[src/design/tca_pkg.sv]
// Shared types and constants for the topological charge accumulator.
// Used by tca_front, tca_back, tca_scale and the top level; depends on nothing.
package tca_pkg;

	localparam int SPIN_W      = 16;   // Q1.15 spin and weight fields
	localparam int DERIV_W     = 36;   // Q6.30 derivative accumulators
	localparam int FRAC_W      = 15;
	localparam int COMP_W      = 22;   // rounded derivative, Q.15, range +-2^20
	localparam int CROSS_W     = 43;   // cross product component, Q.30
	localparam int PROD_W      = 58;   // widest product kept (triple product term)
	localparam int TERM_W      = 59;   // sum of three triple product terms, Q.45
	localparam int SUM_W       = 64;   // group sum, Q19.45
	localparam int OUT_W       = 48;   // Q32.16 charge
	localparam int IN_DATA_W   = 80;
	localparam int MUL_A_W     = 22;
	localparam int MUL_B_W     = 43;
	localparam int INV_W       = 29;
	localparam logic [INV_W-1:0] INV_4PI_Q32 = 29'd341782638;  // round(2^32 / (4 pi))
	localparam int QUEUE_DEPTH = 2;

	typedef enum logic {
		KIND_NEIGHBOUR = 1'b0,
		KIND_CENTRE    = 1'b1
	} kind_t;

	typedef struct packed {
		kind_t              kind;
		logic               last;
		logic signed [15:0] spin_x;
		logic signed [15:0] spin_y;
		logic signed [15:0] spin_z;
		logic signed [15:0] weight_dx;
		logic signed [15:0] weight_dy;
	} item_t;

	// Destination of a registered product in the back end
	typedef enum logic [2:0] {
		TAG_DX   = 3'd0,
		TAG_DY   = 3'd1,
		TAG_CSET = 3'd2,
		TAG_CSUB = 3'd3,
		TAG_TSET = 3'd4,
		TAG_TADD = 3'd5
	} tag_t;

	// Request from the back end to the output scaler
	typedef struct packed {
		logic                     start;
		logic signed [SUM_W-1:0]  value;
	} scl_req_t;

endpackage

[src/design/tca_scale.sv]
// Output scaler: group sum times 1/(4 pi) in two 61-bit partial products, result register.
// Depends on tca_pkg.
module tca_scale (
	input  logic                           clk,
	input  logic                           arst_n,
	input  tca_pkg::scl_req_t              req,
	output logic                           ready,
	output logic                           m_axis_tvalid,
	input  logic                           m_axis_tready,
	output logic [tca_pkg::OUT_W-1:0]      m_axis_tdata    // group_charge
);

	typedef enum logic [5:0] {
		SC_IDLE = 6'b000001,
		SC_ABS  = 6'b000010,
		SC_LO   = 6'b000100,
		SC_HI   = 6'b001000,
		SC_SUM  = 6'b010000,
		SC_OUT  = 6'b100000
	} sc_state_t;

	localparam int PP_W  = 32 + tca_pkg::INV_W;
	localparam int TOT_W = PP_W + 32;

	sc_state_t state_q;
	logic                      neg_q;
	logic [tca_pkg::SUM_W-1:0] mag_q;
	logic [PP_W-1:0]           lo_q, hi_q;
	logic [31:0]               quo_q;
	logic [31:0]               mul_in;
	logic [PP_W-1:0]           mul_p;
	logic [TOT_W-1:0]          total;
	logic [tca_pkg::OUT_W-1:0] quo_ext;
	logic                      ov_q;
	logic [tca_pkg::OUT_W-1:0] data_q;
	logic                      load;

	assign ready   = (state_q == SC_IDLE);
	assign mul_in  = (state_q == SC_LO) ? mag_q[31:0] : mag_q[63:32];
	assign mul_p   = mul_in * tca_pkg::INV_4PI_Q32;
	// Round half away from zero on the magnitude
	assign total   = {hi_q, 32'b0} + {{(TOT_W - PP_W){1'b0}}, lo_q} + (TOT_W'(1) << 60);
	// Magnitude stays below 2^31, so the 48-bit limits are never reached
	assign quo_ext = {{(tca_pkg::OUT_W - 32){1'b0}}, quo_q};
	assign load    = (state_q == SC_OUT) && (!ov_q || m_axis_tready);

	always_ff @(posedge clk or negedge arst_n) begin
		if (!arst_n) begin
			state_q <= SC_IDLE;
			ov_q    <= 1'b0;
		end else begin
			unique case (state_q)
				SC_IDLE: if (req.start) state_q <= SC_ABS;
				SC_ABS:  state_q <= SC_LO;
				SC_LO:   state_q <= SC_HI;
				SC_HI:   state_q <= SC_SUM;
				SC_SUM:  state_q <= SC_OUT;
				SC_OUT:  if (load) state_q <= SC_IDLE;
				default: state_q <= SC_IDLE;
			endcase
			if (load) begin
				ov_q <= 1'b1;
			end else if (m_axis_tready) begin
				ov_q <= 1'b0;
			end
		end
	end

	always_ff @(posedge clk) begin
		if (state_q == SC_IDLE && req.start) begin
			neg_q <= req.value[tca_pkg::SUM_W-1];
			mag_q <= req.value;
		end
		if (state_q == SC_ABS && neg_q) begin
			mag_q <= '0 - mag_q;
		end
		if (state_q == SC_LO) begin
			lo_q <= mul_p;
		end
		if (state_q == SC_HI) begin
			hi_q <= mul_p;
		end
		if (state_q == SC_SUM) begin
			quo_q <= total[TOT_W-1:61];
		end
		if (load) begin
			data_q <= neg_q ? '0 - quo_ext : quo_ext;
		end
	end

	assign m_axis_tvalid = ov_q;
	assign m_axis_tdata  = data_q;

endmodule

[config.mk]
export PLATFORM = sky130hd
export DESIGN_NAME = tca_scale
export DESIGN_NICKNAME = d
export VERILOG_FILES = /design/src/design/tca_pkg.sv /design/src/design/tca_scale.sv
export SDC_FILE = /design/constraint.sdc
export NUM_CORES = 2
export LEC_CHECK = 0
export ABC_AREA = 1
export BUFFER_PORTS_ARGS = -buffer_cell sky130_fd_sc_hd__buf_2
export CAP_MARGIN = 20
export CELL_PAD_IN_SITES_DETAIL_PLACEMENT = 1
export CELL_PAD_IN_SITES_GLOBAL_PLACEMENT = 2
export CORE_ASPECT_RATIO = 0.5
export CORE_MARGIN = 2
export CORE_UTILIZATION = 43
export CTS_BUF_LIST = sky130_fd_sc_hd__clkbuf_8
export CTS_CLUSTER_SIZE = 10
export DETAILED_ROUTE_END_ITERATION = 8
export MAX_ROUTING_LAYER = met4
export PLACE_DENSITY = 0.95
export SETUP_SLACK_MARGIN = 0.15
export SLEW_MARGIN = 0
export SYNTH_ARGS = -nofsm -noshare
export SYNTH_HDL_FRONTEND = slang
export SYNTH_SLANG_ARGS = --single-unit
[constraint.sdc]
create_clock -name clk -period 14.45 [get_ports clk]
set_input_delay 1.445 -clock clk [delete_from_list [all_inputs] [get_ports clk]]
set_output_delay 1.445 -clock clk [all_outputs]
set_load 0.02 [all_outputs]
# Yosys cells after proc, flatten, opt, wreduce, memory -nomap -nowiden
# Cells that the tools add are included.
[totals]
register_bits = 257
input_bits = 68
[op_classes]
n_eq_ne = 8
muxes = 9
mul = 1
addsub = 4
reduce_logical = 8
[ops]
columns = ["cell", "n"]
rows = [
  ["$mux 64", 2],
  ["$add 93x61->93", 1],
  ["$add 93x61->93 const B", 1],
  ["$mux 32", 2],
  ["$sub 1x64->64 const A", 1],
  ["$mul 32x28->60 const B", 1],
  ["$pmux 6 s6", 1],
  ["$sub 1x32->33 const A", 1],
  ["$mux 6", 2],
  ["$eq 6x1->1 const B", 1],
  ["$eq 6x2->1 const B", 1],
  ["$eq 6x3->1 const B", 1],
  ["$eq 6x4->1 const B", 1],
  ["$eq 6x5->1 const B", 1],
  ["$eq 6x6->1 const B", 1],
  ["$ne 2x2->1 const B", 2],
  ["$reduce_bool 2->1", 2],
  ["$logic_and 1x1->1", 3],
  ["$mux 1", 2],
  ["$reduce_and 2->1", 1],
  ["$logic_not 1->1", 1],
  ["$logic_or 1x1->1", 1],
]

# Depth between registers and ports, before layout
[depth]
depth_word = 5
ltp_mapped = 35
ltp_nobuf = 34

# Worst setup path before layout
# No wires, ideal clock.
[synth_timing]
path_type = "register to register"
from = "reg state_q[5]"
to = "reg hi_q[55] (data pin)"
n_path_buf = 2
setup_ns = 0.256
slack_ns = 7.284
synth_period_minus_slack_ns = 7.166
arrival_ns = 6.910
stages_incl_launch_ff = 28
cell_sequence = "dfrtp_1 > nor2_4 > nand4_4 > buf_2 > clkbuf_1 > o21ai_0 > inv_1 > fa_1 > fa_1 > inv_1 > fa_1 > fa_1 > fa_1 > fa_1 > inv_1 > fa_1 > inv_1 > ha_1 > nand2_1 > inv_1 > a21oi_1 > inv_1 > a21oi_1 > nand2_1 > a21oi_1 > nand2_1 > nand2_1 > nand2_1"
[synth_via]
elab_chain_cells = 3
[synth_rtl]
columns = ["item", "line", "rtl"]
rows = [
  ["start: declaration", "tca_scale.sv:25", "sc_state_t state_q;"],
  ["start signal: assignment", "tca_scale.sv:49", "state_q <= SC_IDLE;"],
  ["start signal: assignment", "tca_scale.sv:53", "SC_IDLE: if (req.start) state_q <= SC_ABS;"],
  ["start signal: assignment", "tca_scale.sv:54", "SC_ABS: state_q <= SC_LO;"],
  ["$eq 6x3->1", "tca_scale.sv:39", "assign mul_in = (state_q == SC_LO) ? mag_q[31:0] : mag_q[63:32];"],
  ["$mux 32", "tca_scale.sv:39", ""],
  ["$mul 32x28->60", "tca_scale.sv:40", "assign mul_p = mul_in * tca_pkg::INV_4PI_Q32;"],
  ["net mul_p[55]", "tca_scale.sv:31", "logic [PP_W-1:0] mul_p;"],
  ["end signal: assignment", "tca_scale.sv:81", "hi_q <= mul_p;"],
  ["end: declaration", "tca_scale.sv:28", "logic [PP_W-1:0] lo_q, hi_q;"],
]
# The timed path passes the listed nets, and every way through them passes these cells.
# A chain may end at the register's enable or synchronous reset.

# Final worst setup path
[layout_timing]
from = "reg state_q[5]"
to = "reg hi_q[34] (data pin)"
# Same word-level chain as after synthesis.

==> results.cfg <==
[synth]
yosys_warnings = 0
synth-seq-cells = 225
synth.largest_area_cell = fa_1
synth_cell_types = 45
synth-simple-area-share_pct = 21.1
synth_edf_count = 218
synth_top_family_by_area = adder cells
synth_compound_area_share_pct = 4.60
async_flop_share_pct = 3.11
yosys-top-cells-count = inv_1 (1,107), nand2_1 (976), ha_1 (384)
syn_inst = 4132
yosys_most_used_dff = edfxtp_1
synth.top_cell.area_share_pct = 21.8
seq_area_frac_synth_pct = 20.8
synth_fa_ha_area_share_pct = 36.7
syn-cell-area_um2 = 32300
yosysMostFrequentCell = inv_1
muxShareOfSynthArea_pct = 0
synth_nets = 4936
synth-xor-area-share_pct = 3.04
avgSynthCellArea_um2 = 7.81
synth_area_leaders = fa_1 (22%), edfxtp_1 (20%), ha_1 (15%)

[placed_design]
gp_congestion = 0.953
dpl.cell_count = 5242
dpl.hpwl_um = 99000
placed_cell_area_um2 = 34100
io_buffers = 117

[setup_path]
slowest_delay_ps = 880
r2r-end = hi_q[34]
cp_data_arrival_time_ps = 8590
critical_path_class = register to register
reg2reg_setup_slack_ps = 6230
cp-end-kind = register
cp_num_buf_inv = 8
slowest_stage = o21ai_0
r2r_cells = 25
critPathTopFamily = adder cells
worstSetupStartpointType = register
crit_required_ps = 14820
r2r-start = state_q[5]
cp_max_fo = 70

[status]
status = finished, final reports clean

[floorplanning]
io_pins = 118
num_rows = 70
start_util_pct = 43.8
coreArea_um2 = 73700
die_w_um = 391
die_area_um2 = 77400
dieHeight_um = 198

[detailed_routing]
viasPerCell = 5.09
drc = 0
wire_per_inst_um = 21.2
ant_nets = 0
drtIter0Drc = 1622
firstDrtPassIters = 8
vias = 27075
wirelength_um = 113000

[cells_and_area]
drive_gt1_share_pct = 5.85
area_growth_pct = 8.44
fin_nets = 5080
finalNonFillerCells = 5316
fin_area_um2 = 35000
finish.utilization_pct = 47.5

[global_routing]
track_usage_pct = 30.5
grt_antenna_before_repair = 2
overflow = 0
grt_max_degree = 79
grt_pass1_wl_um = 171000
grt_pass1_vias = 29205

[sta]
finalSetupViolCount = 0
fin_crit_sh_pct = 56.9
hold_viol_final = 0
relSlewSlack_pct = 26.4
max_freq_mhz = 122
worst_pin_slew_ps = 1100
min_period_ps = 8220
rsz0062_at_grt = no
fin_worst_skew_ps = 70.0
finalSetupTns_ps = 0
finalMaxSlewViolations = 0

[cts]
post_cts_buffers = 0
clock_sinks = 225
cts_resized = 0
cts-root-buf = clkbuf_8
cts.path.max_buffers = 3
cts_tree = yes
h-tree-depth = 2
cts_buffers = 39
clk_pin_slew_worst_paths_ps = 60
clk_latency_ps = 700
ctsHoldBuffers = 0

[worst_hold_path]
hold_depth = 0
min_from = quo_q[0]
min_path_type = register to register
min_to = m_axis_tdata[0]

[job]
cap_violations = 0
## worst max path at each step
stage                    start        to  slack, ps  depth (start not counted)
floorplan           state_q[5]  hi_q[55]       7280                         27
global placement    state_q[5]  lo_q[34]       5900                         24
detailed placement  state_q[5]  hi_q[52]       6230                         25
CTS                 state_q[5]  hi_q[52]       6170                         25
global route        state_q[5]  hi_q[34]       5710                         25
finish              state_q[5]  hi_q[34]       6230                         25
## placed cells by master (no fill, tap or decap), types with 97 or more instances in the layout
master,instances
inv_1,1115
nand2_1,976
ha_1,384
fa_1,352
nor2_1,337
edfxtp_1,218
nand3_1,186
buf_2,118
o21ai_0,103
a21oi_1,97
## flip-flops by register name, summed over array words and instances (netlist names)
| name | flops |
|---|---|
| neg_q | 1 |
| hi_q | 60 |
| mag_q | 64 |
| lo_q | 28 |
| m_axis_tdata | 33 |
| state_q | 6 |
| quo_q | 32 |
| m_axis_tvalid | 1 |
## cell type report
cell class              count  area [um2]
fillers                  9237       38700
multi-input cells        2751       21100
diodes                      1        2.50
well taps                1008        1260
flip-flops and latches    225        6720
inverters                1114        4180
clock buffers              39         537
clock inverters            33         334
repair buffers            145         793
## routing by layer
metal | track usage [%] | wire [um]
met5 | - | 0
met4 | 7.68 | 2900
met3 | 4.19 | 5830
met2 | 49.9 | 52500
met1 | 39.9 | 51400
## stage by stage
step,setup WS [ps],hold WS (ps)
global placement,5900,473
floorplan,7280,451
finish,6230,507
CTS,6170,509
detailed placement,6230,482
global route,5710,512
## logic make-up (layout without fill, tap and decap cells)
family          Yosys count  count (layout)
flops                   225             225
simple gates           1643            1643
other cells               0               1
buf+inv                1156            1331
xor+xnor                111             111
compound gates          261             261
fa+ha+maj               736             736
Power is left out: the tool's default activity adds up to more than one toggle a clock period on the data nets, which glitch-free logic cannot reach.
