$ cat src/design/tca_pkg.sv
// Shared types and constants for the topological charge accumulator.
// Used by tca_front, tca_back, tca_scale and the top level; depends on nothing.
package tca_pkg;

	localparam int SPIN_W      = 16;   // Q1.15 spin and weight fields
	localparam int DERIV_W     = 36;   // Q6.30 derivative accumulators
	localparam int FRAC_W      = 15;
	localparam int COMP_W      = 22;   // rounded derivative, Q.15, range +-2^20
	localparam int CROSS_W     = 43;   // cross product component, Q.30
	localparam int PROD_W      = 58;   // widest product kept (triple product term)
	localparam int TERM_W      = 59;   // sum of three triple product terms, Q.45
	localparam int SUM_W       = 64;   // group sum, Q19.45
	localparam int OUT_W       = 48;   // Q32.16 charge
	localparam int IN_DATA_W   = 80;
	localparam int MUL_A_W     = 22;
	localparam int MUL_B_W     = 43;
	localparam int INV_W       = 29;
	localparam logic [INV_W-1:0] INV_4PI_Q32 = 29'd341782638;  // round(2^32 / (4 pi))
	localparam int QUEUE_DEPTH = 2;

	typedef enum logic {
		KIND_NEIGHBOUR = 1'b0,
		KIND_CENTRE    = 1'b1
	} kind_t;

	typedef struct packed {
		kind_t              kind;
		logic               last;
		logic signed [15:0] spin_x;
		logic signed [15:0] spin_y;
		logic signed [15:0] spin_z;
		logic signed [15:0] weight_dx;
		logic signed [15:0] weight_dy;
	} item_t;

	// Destination of a registered product in the back end
	typedef enum logic [2:0] {
		TAG_DX   = 3'd0,
		TAG_DY   = 3'd1,
		TAG_CSET = 3'd2,
		TAG_CSUB = 3'd3,
		TAG_TSET = 3'd4,
		TAG_TADD = 3'd5
	} tag_t;

	// Request from the back end to the output scaler
	typedef struct packed {
		logic                     start;
		logic signed [SUM_W-1:0]  value;
	} scl_req_t;

endpackage

$ cat src/design/tca_front.sv
// Front end: accepts input words, classifies them and holds them in a short queue.
// Depends on tca_pkg.
module tca_front #(
	parameter int QUEUE_DEPTH = tca_pkg::QUEUE_DEPTH
) (
	input  logic                           clk,
	input  logic                           arst_n,
	input  logic                           s_axis_tvalid,
	output logic                           s_axis_tready,
	input  logic [tca_pkg::IN_DATA_W-1:0]  s_axis_tdata,   // spin_x, spin_y, spin_z, weight_dx, weight_dy
	input  logic                           s_axis_tuser,   // operation
	input  logic                           s_axis_tlast,   // last_of_group
	output logic                           q_valid,
	output tca_pkg::item_t                 q_item,
	input  logic                           q_pop
);

	localparam int PTR_W = $clog2(QUEUE_DEPTH);
	localparam int CNT_W = $clog2(QUEUE_DEPTH + 1);

	tca_pkg::item_t in_item;
	tca_pkg::item_t slot_q [QUEUE_DEPTH];
	logic [PTR_W-1:0] wr_ptr_q, rd_ptr_q;
	logic [CNT_W-1:0] cnt_q;
	logic push, pop;

	// Classify: weights only matter on neighbour words, the group flag only on centre words
	always_comb begin
		in_item.kind      = s_axis_tuser ? tca_pkg::KIND_CENTRE : tca_pkg::KIND_NEIGHBOUR;
		in_item.last      = s_axis_tlast & s_axis_tuser;
		in_item.spin_x    = s_axis_tdata[15:0];
		in_item.spin_y    = s_axis_tdata[31:16];
		in_item.spin_z    = s_axis_tdata[47:32];
		in_item.weight_dx = s_axis_tuser ? '0 : s_axis_tdata[63:48];
		in_item.weight_dy = s_axis_tuser ? '0 : s_axis_tdata[79:64];
	end

	assign s_axis_tready = (cnt_q != CNT_W'(QUEUE_DEPTH));
	assign push          = s_axis_tvalid & s_axis_tready;
	assign q_valid       = (cnt_q != '0);
	assign pop           = q_pop & q_valid;
	assign q_item        = slot_q[rd_ptr_q];

	always_ff @(posedge clk) begin
		if (push) begin
			slot_q[wr_ptr_q] <= in_item;
		end
	end

	always_ff @(posedge clk or negedge arst_n) begin
		if (!arst_n) begin
			wr_ptr_q <= '0;
			rd_ptr_q <= '0;
			cnt_q    <= '0;
		end else begin
			if (push) begin
				wr_ptr_q <= (wr_ptr_q == PTR_W'(QUEUE_DEPTH - 1)) ? '0 : wr_ptr_q + 1'b1;
			end
			if (pop) begin
				rd_ptr_q <= (rd_ptr_q == PTR_W'(QUEUE_DEPTH - 1)) ? '0 : rd_ptr_q + 1'b1;
			end
			case ({push, pop})
				2'b10:   cnt_q <= cnt_q + 1'b1;
				2'b01:   cnt_q <= cnt_q - 1'b1;
				default: cnt_q <= cnt_q;
			endcase
		end
	end

endmodule

$ cat config.mk
export PLATFORM = sky130hd
export DESIGN_NAME = tca_front
export DESIGN_NICKNAME = d
export VERILOG_FILES = /design/src/design/tca_pkg.sv /design/src/design/tca_front.sv
export SDC_FILE = /design/constraint.sdc
export NUM_CORES = 1
export LEC_CHECK = 0
export BUFFER_PORTS_ARGS = -buffer_cell sky130_fd_sc_hd__buf_4
export CAP_MARGIN = 0
export CORE_UTILIZATION = 30
export CTS_BUF_LIST = sky130_fd_sc_hd__clkbuf_4 sky130_fd_sc_hd__clkbuf_8
export CTS_CLUSTER_SIZE = 30
export DETAILED_ROUTE_END_ITERATION = 8
export SLEW_MARGIN = 20
export SYNTH_ARGS = -nofsm -noshare
export SYNTH_HDL_FRONTEND = slang
export SYNTH_SLANG_ARGS = --single-unit
export TNS_END_PERCENT = 50
$ cat constraint.sdc
create_clock -name clk -period 7.3 [get_ports clk]
set_clock_uncertainty 0.05 [all_clocks]
set_input_delay 0.73 -clock clk [delete_from_list [all_inputs] [get_ports clk]]
set_output_delay 0.73 -clock clk [all_outputs]
set_load 0.03 [all_outputs]
## Word-level counts from Yosys, hierarchy flattened

Memories as Yosys holds them, arrays and structs flattened.
Cells that the tools add are included.

| word-level totals | value |
|---|---|
| output and inout port bits | 84 |
| bits in latches | 0 |
| memories | 1 |
| bits in writable memories | 164 |
| ROM bits | 0 |
| logic and storage cells | 24 |
| input bits | 86 |
| flip-flop bits (word level) | 4 |

| cells by class | value |
|---|---|
| add/subtract/negate cells | 4 |
| multiply operators | 0 |
| shifts and indexed selects | 0 |
| divide/modulo/power cells | 0 |
| muxes and demuxes | 8 |
| bitwise logic cells | 3 |
| equality and inequality tests | 3 |
| $lt $le $gt $ge | 0 |
| reductions and logical operators | 2 |

Memory list:

| memory | depth | width | rd ports | clocked after Yosys merged registers in | write ports | RTL line | RTL |
|---|---|---|---|---|---|---|---|
| slot_q | 2 | 82 | 1 | 0 | 1 | tca_front.sv:22 | `tca_pkg::item_t slot_q [QUEUE_DEPTH];` |

Operators with widths:

| cell | count |
|---|---|
| $mux 16 | 2 |
| $mux 1 | 5 |
| $pmux 2 s2 | 1 |
| $reduce_bool 2->1 | 2 |
| $and 1x1->1 | 3 |
| $add 1x1->1 const B | 2 |
| $add 2x1->2 const B | 1 |
| $eq 2x1->1 const B | 1 |
| $eq 2x2->1 const B | 1 |
| $ne 2x2->1 const B | 1 |
| $sub 2x1->2 const B | 1 |

## Longest topological paths before layout

| logic depth | value |
|---|---|
| depth in word-level cells | 4 |
| gate-level depth with buffers | 6 |
| depth with buffers taken out | 6 |

## Least setup slack after synthesis

OpenSTA, ideal clock, no wires.

| timing path | value |
|---|---|
| kind | register to register |
| from | reg cnt_q[0] |
| to | mem slot_q[0][0] in the netlist's numbering, enable pin |
| buffers on the path | 0 |
| data arrival time | 4.318 ns |
| setup slack | 2.409 ns |
| clock period less this slack | 4.891 ns |
| setup time | 0.523 ns |
| data required time | 6.727 ns |
| stages on the path, launching flop included | 4 |
| cells stage by stage | dfrtp_1 nand2b_1 nand2_1 nor2_1 |

| on the way | value |
|---|---|
| longest elaborated chain between the ends | 4 |

Ends and longest elaborated chain:

| element | RTL line | RTL |
|---|---|---|
| start, declared | tca_front.sv:24 | `logic [CNT_W-1:0] cnt_q;` |
| start signal, assigned | tca_front.sv:63 | `2'b10: cnt_q <= cnt_q + 1'b1;` |
| start signal, assigned | tca_front.sv:64 | `2'b01: cnt_q <= cnt_q - 1'b1;` |
| start signal, assigned | tca_front.sv:65 | `default: cnt_q <= cnt_q;` |
| $ne 2x2->1 | tca_front.sv:38 | `assign s_axis_tready = (cnt_q != CNT_W'(QUEUE_DEPTH));` |
| net s_axis_tready | tca_front.sv:9 | `output logic s_axis_tready,` |
| $and 1x1->1 | tca_front.sv:39 | `assign push = s_axis_tvalid & s_axis_tready;` |
| $mux 1 | tca_front.sv:45 | `if (push) begin` |
| $mux 1 (not written as such) | tca_front.sv:46 | `slot_q[wr_ptr_q] <= in_item;` |
| end, declared | tca_front.sv:22 |  |

The timed path passes the listed nets, and every way through them passes these cells.

==> run metrics <==
status finished, final reports clean; post-layout util 39.58%; Die Span Y 151.2 um; critical path class register to output pin; Flop pwr share 40.0%; GPL Wtd Cong 0.6974; DPL Wire Length 8527 um; post-route antenna net violation count 0; largest net degree at the start of global routing 46; # IOs 170; fmax 281.7 MHz; TritonCTS clock tree done; Yosys top cell by area edfxtp_1; RSZ-0062 raised after global routing false; worst vdd ir 0.0001521 V; first-pass GRT wire length 18,470 um; cts hold-fix bufs 1; Synth top area share 73.72%; FP Rows 54; CTS root buf clkbuf_8; maxcap violations 0; Layout Nets 577; post-synth cell types 19; Synth Instances 308; area of the multi-input gates 1500 um2; Port-buffer cells 169; #FFs+latches synth 168; Final Hold Violating Endpoints 0; final wirelength 12,730 um; Syn Nets 395; Vias 3,304; Worst-Skew Late Latency 440 ps; Pins Over Slew Limit 0; Gate power share 41.6%; CTS buffer count 17; vias in the first global route 3,555; fillers 2,040; CP Max Fanout 45; DRC viols 0; CTS sink cnt 168; Area Growth Syn to Fin 29.29%; Synth Area per Inst 21.69 um2; 1st-iter DRT viols 108; Hold Path Class input pin to register; Critical Path RT 6520 ps; Post-CTS Setup Repair Bufs 0; Clk pwr share 18.4%; diode count 0; Cell Area, Placed 8230 um2; Seq/Total Area, Yosys 75.22%; final instance area 8637 um2; CTS max path bufs 2; Wirelength per Cell 16.26 um; 1st-pass router iterations 6; Tcrit/Tclk final 48.64%; pwr/cell area 414.8 nW/um2; gr usage total 11.10%; Die Span X 151.2 um; final global-route overflow total 0; ratio of cells with drive above 1 in the final layout 58.05%; initial antenna violation count 0; Critical Path Start Type register; arrival time at the worst endpoint 2770 ps; post-CTS sizing 0; final setup TNS 0 ps; die area 22,870 um2; register area 5029 um2; max_slew headroom 43.60%; DP Cell Count 750; Initial Utilization 30.61%; Critical Path End Type output pin; NetSw 1273 uW; final setup fails 0; min Tclk post-route 3550 ps; post-route insts no fill 783; Least-Margin Pin Slew 845.9 ps; H-tree levels 4; Cell Area, Synth 6680 um2; Leakage 0.003372 uW; via/cell ratio 4.220; cell-internal power 2309 uW; switch share 35.54%; hold_ws 411.5 ps; Core Footprint 21,820 um2; top cells by area, synth edfxtp_1, mux2_4, nor2b_1; Syn. warnings 0; Worst-path clk slew 100 ps
-- registers in the layout (all words and copies together) (netlist names) --
register / cells
slot_q: 164
cnt_q: 2
rd_ptr_q: 1
wr_ptr_q: 1
-- placed cells by master, fill, tap and decap left out --
cell	n
clkinvlp_4	3
clkbuf_4	2
mux2_2	12
buf_4	171
mux2_4	70
bufinv_16	2
dfrtp_1	3
inv_6	1
and3_4	1
clkinv_4	4
buf_16	1
and2_4	1
inv_8	1
clkbuf_8	17
or2_1	1
nand2_1	1
nor2b_1	32
nor2_1	1
nand2b_1	1
dlygate4sd3_1	1
xnor2_1	3
buf_12	2
dfrtp_4	1
ha_1	1
xor2_1	2
edfxtp_1	164
nor2_4	1
clkinv_2	2
and2_1	1
-- per-stage QoR --
step,setup slack (ps),total power [uW]
6_report,3750,3582
5_1_grt,3591,3755
4_1_cts,3658,3649
3_5_place_dp,4192,2975
3_3_place_gp,4216,2927
2_1_floorplan,2409,2547
-- power by group through the flow --
stage	logic (uW)	registers, uW	clock network, uW
6_report	1490	1430	658
5_1_grt	1570	1460	723
4_1_cts	1520	1440	691
3_5_place_dp	1510	1460	0
3_3_place_gp	1470	1450	0
2_1_floorplan	1140	1410	0
-- worst paths after layout --
check / start / end / slack [ps] / depth (start not counted)
max in group asynchronous: arst_n / rd_ptr_q$_DFFE_PN0P_ / 6530 / 2
worst min register to register: cnt_q[1]$_DFFE_PN0P_ / cnt_q[1]$_DFFE_PN0P_ / 460 / 1
worst min-delay path: s_axis_tdata[5] / slot_q[0][69]$_DFFE_PP_ / 410 / 1
min in group asynchronous: arst_n / wr_ptr_q$_DFFE_PN0P_ / 560 / 2
worst max-delay path: rd_ptr_q$_DFFE_PN0P_ / q_item[64] / 3750 / 3
worst max register to register: cnt_q[0]$_DFFE_PN0P_ / slot_q[0][36]$_DFFE_PP_ / 4920 / 4
-- cells in the mapped netlist --
cell,instances
mux2_4,70
or2_1,1
buf_2,1
buf_6,1
xnor2_1,3
buf_12,7
xor2_1,2
and3_1,1
dfrtp_1,4
ha_1,1
nand2b_1,1
and2_1,1
and2_4,1
edfxtp_1,164
nor2_1,2
nor2b_1,32
nand2_1,1
clkbuf_1,3
mux2_2,12
-- kinds of logic (layout without fill, tap and decap cells) --
family,Yosys count,count (layout),synth area share (%)
adder cells (fa/ha/maj),1,1,0.1873
multiplexers,82,82,17.76
AND/OR/NAND/NOR,40,40,3.671
flip-flops,168,168,75.22
XOR/XNOR,5,5,0.6557
buffers and inverters,12,207,2.510
-- worst max-delay path, stage by stage (launching register included) --
cell and delay (ps):
dfrtp_4 880, buf_4 770, mux2_2 420, buf_4 170
-- area by class of cell --
class                      instances  share of cell area, %
clock buffer                      19                  2.883
clock inverter                    13                  1.709
multi-input combinational        128                  17.37
sequential                       168                  58.22
tap                              280                  4.056
timing repair buffer             175                  15.76
-- per-layer routing --
| layer | routed length, um | track usage, % | share of wire (%) |
|---|---|---|---|
| met1 | 5387 | 12.65 | 42 |
| met2 | 6434 | 19.16 | 51 |
| met3 | 739 | 3.343 | 5.8 |
| met4 | 170 | 4.800 | 1.3 |
| met5 | 0 | 0 | 0 |
Note: power is estimated with default switching activity, not from simulation.
