### config.mk
export PLATFORM = sky130hd
export DESIGN_NAME = tca_back
export DESIGN_NICKNAME = d
export VERILOG_FILES = /design/src/design/tca_pkg.sv /design/src/design/tca_back.sv
export SDC_FILE = /design/constraint.sdc
export NUM_CORES = 2
export LEC_CHECK = 0
export BUFFER_PORTS_ARGS = -buffer_cell sky130_fd_sc_hd__buf_2
export CAP_MARGIN = 20
export CORE_MARGIN = 5
export CORE_UTILIZATION = 50
export CTS_CLUSTER_SIZE = 12
export DETAILED_ROUTE_END_ITERATION = 12
export GPL_TIMING_DRIVEN = 0
export PLACE_DENSITY = 0.66
export SLEW_MARGIN = 30
export SYNTH_ARGS = -nofsm -noshare
export SYNTH_HDL_FRONTEND = slang
export SYNTH_SLANG_ARGS = --single-unit
### constraint.sdc
create_clock -name clk -period 11.45 [get_ports clk]
set_input_delay 2.29 -clock clk [delete_from_list [all_inputs] [get_ports clk]]
set_output_delay 2.29 -clock clk [all_outputs]
set_load 0.01 [all_outputs]
### src/design/tca_pkg.sv
// Shared types and constants for the topological charge accumulator.
// Used by tca_front, tca_back, tca_scale and the top level; depends on nothing.
package tca_pkg;

	localparam int SPIN_W      = 16;   // Q1.15 spin and weight fields
	localparam int DERIV_W     = 36;   // Q6.30 derivative accumulators
	localparam int FRAC_W      = 15;
	localparam int COMP_W      = 22;   // rounded derivative, Q.15, range +-2^20
	localparam int CROSS_W     = 43;   // cross product component, Q.30
	localparam int PROD_W      = 58;   // widest product kept (triple product term)
	localparam int TERM_W      = 59;   // sum of three triple product terms, Q.45
	localparam int SUM_W       = 64;   // group sum, Q19.45
	localparam int OUT_W       = 48;   // Q32.16 charge
	localparam int IN_DATA_W   = 80;
	localparam int MUL_A_W     = 22;
	localparam int MUL_B_W     = 43;
	localparam int INV_W       = 29;
	localparam logic [INV_W-1:0] INV_4PI_Q32 = 29'd341782638;  // round(2^32 / (4 pi))
	localparam int QUEUE_DEPTH = 2;

	typedef enum logic {
		KIND_NEIGHBOUR = 1'b0,
		KIND_CENTRE    = 1'b1
	} kind_t;

	typedef struct packed {
		kind_t              kind;
		logic               last;
		logic signed [15:0] spin_x;
		logic signed [15:0] spin_y;
		logic signed [15:0] spin_z;
		logic signed [15:0] weight_dx;
		logic signed [15:0] weight_dy;
	} item_t;

	// Destination of a registered product in the back end
	typedef enum logic [2:0] {
		TAG_DX   = 3'd0,
		TAG_DY   = 3'd1,
		TAG_CSET = 3'd2,
		TAG_CSUB = 3'd3,
		TAG_TSET = 3'd4,
		TAG_TADD = 3'd5
	} tag_t;

	// Request from the back end to the output scaler
	typedef struct packed {
		logic                     start;
		logic signed [SUM_W-1:0]  value;
	} scl_req_t;

endpackage

### src/design/tca_back.sv
// Back end: sequencer around one shared multiplier, derivative and group accumulators.
// Depends on tca_pkg; feeds tca_scale through a tca_pkg::scl_req_t request.
module tca_back (
	input  logic                clk,
	input  logic                arst_n,
	input  logic                q_valid,
	input  tca_pkg::item_t      q_item,
	output logic                q_pop,
	input  logic                scl_ready,
	output tca_pkg::scl_req_t   scl_req
);

	typedef enum logic [5:0] {
		PH_IDLE  = 6'b000001,
		PH_NB    = 6'b000010,
		PH_CONV  = 6'b000100,
		PH_CROSS = 6'b001000,
		PH_TERM  = 6'b010000,
		PH_FIN   = 6'b100000
	} phase_t;

	localparam int AX = tca_pkg::MUL_A_W - tca_pkg::SPIN_W;
	localparam int BX = tca_pkg::MUL_B_W - tca_pkg::SPIN_W;
	localparam int CX = tca_pkg::MUL_B_W - tca_pkg::COMP_W;

	phase_t phase_q, phase_n;
	logic [2:0] step_q, step_n;
	logic [2:0] step_m3;
	tca_pkg::item_t cur_q;
	logic signed [15:0] spin_c [3];

	logic signed [tca_pkg::DERIV_W-1:0] dx_q [3];
	logic signed [tca_pkg::DERIV_W-1:0] dy_q [3];
	logic signed [tca_pkg::COMP_W-1:0]  a_q [3];
	logic signed [tca_pkg::COMP_W-1:0]  b_q [3];
	logic signed [tca_pkg::COMP_W-1:0]  a_rnd [3];
	logic signed [tca_pkg::COMP_W-1:0]  b_rnd [3];
	logic signed [tca_pkg::CROSS_W-1:0] c_q [3];
	logic signed [tca_pkg::TERM_W-1:0]  term_q;
	logic signed [tca_pkg::SUM_W-1:0]   sum_q;

	logic                                issue;
	logic signed [tca_pkg::MUL_A_W-1:0]  mul_a;
	logic signed [tca_pkg::MUL_B_W-1:0]  mul_b;
	logic signed [tca_pkg::MUL_A_W+tca_pkg::MUL_B_W-1:0] mul_full;
	tca_pkg::tag_t                       tag_n, tag_q;
	logic [1:0]                          idx_n, idx_q;
	logic                                pv_q;
	logic signed [tca_pkg::PROD_W-1:0]   prod_q;

	logic want_next, launch, conv_fire, fin_done;
	logic signed [tca_pkg::DERIV_W-1:0] acc_sel, acc_sat;
	logic signed [tca_pkg::DERIV_W:0]   acc_sum;
	logic signed [tca_pkg::CROSS_W-1:0] prod_c;
	logic signed [tca_pkg::TERM_W-1:0]  prod_t;
	logic signed [tca_pkg::SUM_W:0]     sum_add;
	logic signed [tca_pkg::SUM_W-1:0]   new_sum;

	assign spin_c[0] = cur_q.spin_x;
	assign spin_c[1] = cur_q.spin_y;
	assign spin_c[2] = cur_q.spin_z;
	assign step_m3   = step_q - 3'd3;

	// Round half up to Q.15
	always_comb begin
		logic signed [tca_pkg::DERIV_W:0] rx, ry;
		for (int k = 0; k < 3; k++) begin
			rx = {dx_q[k][tca_pkg::DERIV_W-1], dx_q[k]} + (37'sd1 <<< (tca_pkg::FRAC_W - 1));
			ry = {dy_q[k][tca_pkg::DERIV_W-1], dy_q[k]} + (37'sd1 <<< (tca_pkg::FRAC_W - 1));
			a_rnd[k] = rx[tca_pkg::DERIV_W:tca_pkg::FRAC_W];
			b_rnd[k] = ry[tca_pkg::DERIV_W:tca_pkg::FRAC_W];
		end
	end

	// Operand selection for the shared multiplier
	always_comb begin
		issue = 1'b0;
		mul_a = '0;
		mul_b = '0;
		tag_n = tca_pkg::TAG_DX;
		idx_n = 2'd0;
		unique case (phase_q)
			PH_NB: begin
				issue = 1'b1;
				if (step_q < 3'd3) begin
					idx_n = step_q[1:0];
					tag_n = tca_pkg::TAG_DX;
					mul_a = {{AX{cur_q.weight_dx[15]}}, cur_q.weight_dx};
				end else begin
					idx_n = step_m3[1:0];
					tag_n = tca_pkg::TAG_DY;
					mul_a = {{AX{cur_q.weight_dy[15]}}, cur_q.weight_dy};
				end
				mul_b = {{BX{spin_c[idx_n][15]}}, spin_c[idx_n]};
			end
			PH_CROSS: begin
				issue = 1'b1;
				case (step_q)
					3'd0: begin
						mul_a = a_q[1]; mul_b = {{CX{b_q[2][21]}}, b_q[2]};
						tag_n = tca_pkg::TAG_CSET; idx_n = 2'd0;
					end
					3'd1: begin
						mul_a = a_q[2]; mul_b = {{CX{b_q[1][21]}}, b_q[1]};
						tag_n = tca_pkg::TAG_CSUB; idx_n = 2'd0;
					end
					3'd2: begin
						mul_a = a_q[2]; mul_b = {{CX{b_q[0][21]}}, b_q[0]};
						tag_n = tca_pkg::TAG_CSET; idx_n = 2'd1;
					end
					3'd3: begin
						mul_a = a_q[0]; mul_b = {{CX{b_q[2][21]}}, b_q[2]};
						tag_n = tca_pkg::TAG_CSUB; idx_n = 2'd1;
					end
					3'd4: begin
						mul_a = a_q[0]; mul_b = {{CX{b_q[1][21]}}, b_q[1]};
						tag_n = tca_pkg::TAG_CSET; idx_n = 2'd2;
					end
					default: begin
						mul_a = a_q[1]; mul_b = {{CX{b_q[0][21]}}, b_q[0]};
						tag_n = tca_pkg::TAG_CSUB; idx_n = 2'd2;
					end
				endcase
			end
			PH_TERM: begin
				issue = 1'b1;
				idx_n = step_q[1:0];
				tag_n = (step_q == 3'd0) ? tca_pkg::TAG_TSET : tca_pkg::TAG_TADD;
				mul_a = {{AX{spin_c[idx_n][15]}}, spin_c[idx_n]};
				mul_b = c_q[idx_n];
			end
			default: begin
				issue = 1'b0;
			end
		endcase
	end

	assign mul_full = mul_a * mul_b;

	// Sequencing
	assign conv_fire = (phase_q == PH_CONV) && !pv_q;
	assign fin_done  = (phase_q == PH_FIN) && !pv_q && (!cur_q.last || scl_ready);
	assign want_next = (phase_q == PH_IDLE) || ((phase_q == PH_NB) && (step_q == 3'd5)) ||
		fin_done;
	assign q_pop     = want_next;
	assign launch    = want_next & q_valid;

	always_comb begin
		phase_n = phase_q;
		step_n  = step_q;
		if (launch) begin
			phase_n = (q_item.kind == tca_pkg::KIND_CENTRE) ? PH_CONV : PH_NB;
			step_n  = 3'd0;
		end else if (want_next) begin
			phase_n = PH_IDLE;
		end else begin
			unique case (phase_q)
				PH_NB: begin
					step_n = step_q + 3'd1;
				end
				PH_CONV: begin
					if (conv_fire) begin
						phase_n = PH_CROSS;
						step_n  = 3'd0;
					end
				end
				PH_CROSS: begin
					if (step_q == 3'd5) begin
						phase_n = PH_TERM;
						step_n  = 3'd0;
					end else begin
						step_n = step_q + 3'd1;
					end
				end
				PH_TERM: begin
					if (step_q == 3'd2) begin
						phase_n = PH_FIN;
					end else begin
						step_n = step_q + 3'd1;
					end
				end
				default: begin
					phase_n = phase_q;
				end
			endcase
		end
	end

	always_ff @(posedge clk or negedge arst_n) begin
		if (!arst_n) begin
			phase_q <= PH_IDLE;
			step_q  <= 3'd0;
			pv_q    <= 1'b0;
		end else begin
			phase_q <= phase_n;
			step_q  <= step_n;
			pv_q    <= issue;
		end
	end

	always_ff @(posedge clk) begin
		if (launch) begin
			cur_q <= q_item;
		end
		prod_q <= mul_full[tca_pkg::PROD_W-1:0];
		tag_q  <= tag_n;
		idx_q  <= idx_n;
	end

	// Saturating derivative update
	assign acc_sel = (tag_q == tca_pkg::TAG_DX) ? dx_q[idx_q] : dy_q[idx_q];
	assign acc_sum = {acc_sel[tca_pkg::DERIV_W-1], acc_sel} +
		{{(tca_pkg::DERIV_W - 31){prod_q[31]}}, prod_q[31:0]};
	assign acc_sat = (acc_sum[tca_pkg::DERIV_W] != acc_sum[tca_pkg::DERIV_W-1]) ?
		{acc_sum[tca_pkg::DERIV_W], {(tca_pkg::DERIV_W - 1){~acc_sum[tca_pkg::DERIV_W]}}} :
		acc_sum[tca_pkg::DERIV_W-1:0];

	always_ff @(posedge clk or negedge arst_n) begin
		if (!arst_n) begin
			for (int k = 0; k < 3; k++) begin
				dx_q[k] <= '0;
				dy_q[k] <= '0;
			end
		end else if (conv_fire) begin
			for (int k = 0; k < 3; k++) begin
				dx_q[k] <= '0;
				dy_q[k] <= '0;
			end
		end else if (pv_q) begin
			case (tag_q)
				tca_pkg::TAG_DX: dx_q[idx_q] <= acc_sat;
				tca_pkg::TAG_DY: dy_q[idx_q] <= acc_sat;
				default: ;
			endcase
		end
	end

	// Cross product and triple product accumulation
	assign prod_c = {prod_q[41], prod_q[41:0]};
	assign prod_t = {prod_q[tca_pkg::PROD_W-1], prod_q};

	always_ff @(posedge clk) begin
		if (conv_fire) begin
			for (int k = 0; k < 3; k++) begin
				a_q[k] <= a_rnd[k];
				b_q[k] <= b_rnd[k];
			end
		end
		if (pv_q) begin
			case (tag_q)
				tca_pkg::TAG_CSET: c_q[idx_q] <= prod_c;
				tca_pkg::TAG_CSUB: c_q[idx_q] <= c_q[idx_q] - prod_c;
				tca_pkg::TAG_TSET: term_q <= prod_t;
				tca_pkg::TAG_TADD: term_q <= term_q + prod_t;
				default: ;
			endcase
		end
	end

	// Saturating group sum
	assign sum_add = {sum_q[tca_pkg::SUM_W-1], sum_q} +
		{{(tca_pkg::SUM_W + 1 - tca_pkg::TERM_W){term_q[tca_pkg::TERM_W-1]}}, term_q};
	assign new_sum = (sum_add[tca_pkg::SUM_W] != sum_add[tca_pkg::SUM_W-1]) ?
		{sum_add[tca_pkg::SUM_W], {(tca_pkg::SUM_W - 1){~sum_add[tca_pkg::SUM_W]}}} :
		sum_add[tca_pkg::SUM_W-1:0];

	always_ff @(posedge clk or negedge arst_n) begin
		if (!arst_n) begin
			sum_q <= '0;
		end else if (fin_done) begin
			sum_q <= cur_q.last ? '0 : new_sum;
		end
	end

	assign scl_req.start = fin_done & cur_q.last;
	assign scl_req.value = new_sum;

endmodule

[Word level (Yosys, flattened, before mapping)]
Memories as Yosys holds them, arrays and structs flattened. A register that Yosys moved wholly into a read port is not among the register bits.
Cells that the tools add are included.
Word-level totals
  register bits: 493
  RAM bits: 261
  input port bits: 86
  output and inout port bits: 66
  memories kept: 3
Memory list
  c_q: depth 3, bits a word 43, read ports 2, clocked after Yosys merged registers in 1, write ports 1, line tca_back.sv:38  | logic signed [tca_pkg::CROSS_W-1:0] c_q [3];
  a_q: depth 3, bits a word 22, read ports 3, clocked after Yosys merged registers in 0, write ports 3, line tca_back.sv:34  | logic signed [tca_pkg::COMP_W-1:0] a_q [3];
  b_q: depth 3, bits a word 22, read ports 3, clocked after Yosys merged registers in 0, write ports 3, line tca_back.sv:35  | logic signed [tca_pkg::COMP_W-1:0] b_q [3];
Operators by class
  add/subtract/negate cells: 12
  multiply operators: 1
  $lt $le $gt $ge: 5
  equality and inequality tests: 24
  muxes and demuxes: 63
  bitwise logic cells: 8
  reductions and logical operators: 31
Operators by type and width (number)
  $mux W108: 6
  $mux W36: 7
  $add A36 B16 Y37 const B: 6
  $bwmux W108: 2
  $bmux W36 S2: 2
  $pmux W43 S3: 1
  $mux W64: 2
  $pmux W59 S2: 1
  $pmux W43 S2: 1
  $demux W36 S2: 1
  $pmux W22 S3: 1
  $add A64 B59 Y65: 1
  $bmux W16 S2: 2
  $mux W16: 4
  $add A59 B58 Y59: 1
  $mul A22 B43 Y58: 1
  $pmux W22 S2: 1
  $mux W43: 1
  $sub A43 B42 Y43: 1
  $add A36 B32 Y37: 1
  $mux W6: 5
  $mux W22: 1
  $mux W3: 6
  $pmux W6 S3: 1
  38 further kinds: 88

[Depth between registers and ports, before layout]
  depth in word-level cells: 12
  depth in mapped cells: 42
  mapped depth without buffers: 35

[Worst setup path before layout]
Ideal clock, no wire load.
  kind: register to register
  start point: reg step_q[0]
  end point: reg prod_q[56] (netlist bit)
  library setup time: 0.122 ns
  arrival time: 10.057 ns
  slack: 1.271 ns
  cell stages (with the launch flop): 40
  buffers on the path: 9
  path through: dfrtp_1 > buf_2 > buf_1 > clkbuf_1 > clkbuf_1 > inv_1 > ha_1 > mux2_2 > nor2_1 > clkbuf_1 > clkbuf_1 > a21oi_1 > o221ai_1 > clkbuf_1 > buf_1 > nand2_1 > fa_1 > inv_1 > [4 not listed] > fa_1 > fa_1 > fa_1 > inv_1 > fa_1 > inv_1 > ha_1 > clkbuf_1 > a21o_1 > a21o_1 > a221o_1 > a221oi_1 > nor3_1 > nor3_1 > nand3_1 > a21oi_1 > o21ai_0 > a311o_1
Between the ends
  longest elaborated chain between the ends: 9
Ends and longest elaborated chain
  start, declared: line tca_back.sv:27  | logic [2:0] step_q, step_n;
  start signal, assigned: line tca_back.sv:196  | step_q <= step_n;
  $lt A3 B2 Y1 or $sub A2 B2 Y2 (tied branches): line tca_back.sv:85, tca_back.sv:62
  $mux W2: line tca_back.sv:85  | if (step_q < 3'd3) begin
  $mux W2: line tca_back.sv:82  | unique case (phase_q)
  $not A2 Y3 (not written as such): line tca_back.sv:94  | mul_b = {{BX{spin_c[idx_n][15]}}, spin_c[idx_n]};
  $bmux W16 S2: line tca_back.sv:94
  $mux W16 (not written as such) (2 in a row): line tca_back.sv:94
  $pmux W43 S3: line tca_back.sv:82
  $mul A22 B43 Y58 (*): line tca_back.sv:138  | assign mul_full = mul_a * mul_b;
  net mul_full, one bit: line tca_back.sv:45  | logic signed [tca_pkg::MUL_A_W+tca_pkg::MUL_B_W-1:0] mul_full;
  end signal, assigned: line tca_back.sv:205  | prod_q <= mul_full[tca_pkg::PROD_W-1:0];
  end, declared: line tca_back.sv:49  | logic signed [tca_pkg::PROD_W-1:0] prod_q;
Mark *: on every way through the listed nets, which the timed path passes. The rest lies on a longest branch. The select of a mux whose other input is x is not followed.
A chain may end at the register's enable or synchronous reset.

[Final worst setup path]
Ends and elaborated chain as after synthesis.

==> impl_metrics.py <==
metrics = {
    "pwr": {
        "combPwrFrac": 0.680,
        "clkPwrFrac": 0.135,
        "p_int_mw": 10.1,
        "ir_worst_vdd_mv": 0.364,
        "swShare": 0.549,
        "leakage_nw": 36.7,
        "sequentialPowerShare": 0.185,
        "powerDensity_nw_per_um2": 271,
        "switching_power_mw": 12.3,
    },
    "grt": {
        "grt_use_total": 0.365,
        "grt_pass1_vias": 63200,
        "grt-ovfl-total": 0,
        "grt_max_degree": 86,
        "antenna_found_initial": 5,
        "grt_pass1_wl_um": 421000,
    },
    "synth": {
        "yosysUniqueCellTypes": 90,
        "ys_top_cells_by_area": "fa_1, edfxtp_1, dfrtp_1",
        "syn-instance-count": 8149,
        "syn_nets": 9463,
        "synth.most_common_cell": "nand2_1",
        "synth_top_area_share": 0.230,
        "yosys_register_bits": 754,
        "synth_edf_count": 401,
        "syn_area_um2": 74300,
        "synth.cells.most_frequent": "nand2_1, inv_1, fa_1",
        "avgSynthCellArea_um2": 9.12,
        "ys.flop_type": "edfxtp_1",
        "ys_async_sr_fraction": 0.385,
        "seq_area_frac_synth": 0.277,
        "yosys_warnings": 0,
        "yosys.area.top_type": "fa_1",
    },
    "job": {
        "cap_viol_max_count": 0,
    },
    "finish": {
        "finalNetCount": 9773,
        "ff_latch_area_um2": 20600,
        "instances_no_fill": 10500,
        "n_fill_cell": 13500,
        "area_growth_pct": 11.5,
        "drive_gt1_frac": 0.0833,
        "multi_input_area_um2": 49300,
    },
    "timing": {
        "slew_headroom": 0.286,
        "clock.fmax_ghz": 0.0889,
        "grt_setup_unrepaired": "no",
        "tightest_slew_ns": 1.07,
        "finalHoldViolations": 0,
        "drv_slew": 0,
        "fin_skew_ns": 0.0724,
        "worst_slack_ns": 0.196,
        "fin_crit_sh": 0.983,
        "final.min_clock_period_ns": 11.25,
        "setup_viol": 0,
    },
    "routing": {
        "drc_errors": 0,
        "vias": 62900,
        "viasPerCell": 6.01,
        "wl_per_cell_um": 27.7,
        "first_pass_iters": 6,
        "drtAntennaViolNets": 0,
        "wl_um": 290000,
        "drt_iter0_drc": 6045,
    },
    "worst_setup_path": {
        "arrival_ns": 11.83,
        "crit_path_end_kind": "register",
        "crit_required_ns": 12.02,
        "cp_top_family": "adder cells",
        "critPathKind": "register to register",
        "crit_buf_inv": 11,
        "startpoint_type": "register",
        "cpMostUsedCell": "fa_1",
        "critPathMaxStageDelay_ns": 0.60,
        "cp_slowest_cell": "fa_1",
        "timing.reg2reg.setup_slack_ns": 0.20,
        "crit_path_max_fanout": 10,
    },
    "die": {
        "die_area_um2": 156000,
        "coreArea_um2": 148000,
        "io_pins": 152,
        "row_count": 141,
        "initial_core_util": 0.503,
        "die_x_um": 395,
        "die_y_um": 395,
    },
    "place": {
        "place_ws_ns": -3.53,
        "portBuffers": 151,
        "place_hpwl_um": 234000,
        "place_congestion": 1.03,
        "placed_cells": 10300,
    },
    "outcome": {
        "status": "finished, final reports clean",
    },
    "cts": {
        "htreeDepth": 3,
        "clock_sinks": 754,
        "clk_pin_slew_ns": 0.07,
        "cts_buffers": 88,
        "clk_latency_ns": 0.74,
        "cts_tree": "yes",
        "clk_path_buf_depth": 3,
        "ctsRootBufferMaster": "clkbuf_16",
    },
    "min_path": {
        "hp-class": "register to register",
    },
}
-- area by class of cell --
type / instances / area share
multi-input combinational: 5958 / 0.595
sequential: 754 / 0.248
inverter: 1020 / 0.0462
clock buffer: 121 / 0.0302
tap: 1930 / 0.0291
buffer: 415 / 0.0221
timing repair buffer: 222 / 0.0210
clock inverter: 45 / 0.00752
antenna: 6 / 0.000181
-- stage by stage --
| stage | utilization | hold slack [ns] | setup TNS, ns | power, mW | cell area [um^2] |
|---|---|---|---|---|---|
| final | 0.561 | 0.478 | 0 | 22.5 | 82900 |
| after global routing | 0.561 | 0.502 | 0 | 23.7 | 82800 |
| after CTS | 0.559 | 0.484 | 0 | 22.1 | 82500 |
| after detailed placement | 0.534 | 0.471 | -107.44 | 18.8 | 78800 |
| after global placement | 0.525 | 0.461 | -165.03 | 18.5 | 77500 |
| after floorplan | - | 0.449 | 0 | 13.0 | 74300 |
-- final timing paths --
check                           from          to  depth (start not counted)
max                        step_q[0]  prod_q[56]                         37
min                         dx_q[78]    dx_q[78]                          2
max reg2reg                step_q[0]  prod_q[56]                         37
min reg2reg                 dx_q[78]    dx_q[78]                          2
max in group asynchronous     arst_n  phase_q[0]                          3
min in group asynchronous     arst_n    dx_q[82]                          1
-- flip-flops by register name (all words and copies together), names as in the netlist, 3 cells and up --
register / count
a_q: 66
phase_q: 6
step_q: 3
dy_q: 108
term_q: 59
sum_q: 64
tag_q: 3
cur_q: 81
b_q: 66
dx_q: 108
prod_q: 58
c_q: 129
-- logic make-up (layout without fill, tap and decap cells) --
family,Yosys count,count (layout),share of synthesized area
xor+xnor,354,354,0.0421
flops,754,754,0.277
other cells,0,6,0
fa+ha+maj,1250,1250,0.296
buf+inv,1437,1823,0.0729
mux,185,185,0.0254
simple gates,2478,2478,0.144
compound gates,1691,1691,0.142
-- worst min-delay path, cell delays in order, from the launching register on --
cell,delay (ns)
dfrtp_1,0.34
nand2_1,0.04
o21ai_0,0.06
-- cell usage in the layout, fill, tap and decap left out, types with 42 or more instances in the layout --
cell type     n
nand2_1    1156
inv_1      1017
fa_1        854
nor2_1      641
o21ai_0     525
a21oi_1     434
edfxtp_1    401
ha_1        373
dfrtp_1     288
clkbuf_1    279
xnor2_1     238
nand3_1     223
buf_2       181
mux2i_1     164
a21o_1      156
xor2_1      113
and2_1       92
clkbuf_16    91
clkbuf_2     83
a211oi_1     69
dfxtp_1      63
and3_1       58
nand2b_1     56
nor2b_1      53
nor3_1       44
nand4_1      42
-- routing by layer --
layer  up-vias  GRT usage  share of wire
li1      27800          -              -
met1     31500      0.459           0.38
met4         0      0.229          0.080
met2      2868      0.572           0.45
met5         -          0              0
met3       801     0.0840          0.089
-- what timing repair did --
action                     CTS  global route
hold buffers                 0             0
resized for setup          180            80
setup endpoints to repair   47            19
pin swaps                    9            11
gates cloned                 0             0
setup buffers               14            13
-- power groups by stage --
stage	registers (mW)	clock network, mW	logic [mW]
3_5_place_dp	4.18	0	14.6
4_1_cts	4.13	3.06	14.9
6_report	4.15	3.03	15.3
5_1_grt	4.18	3.17	16.3
2_1_floorplan	3.87	0	9.08
3_3_place_gp	4.20	0	14.3
Power figures use the tool's default switching activity.
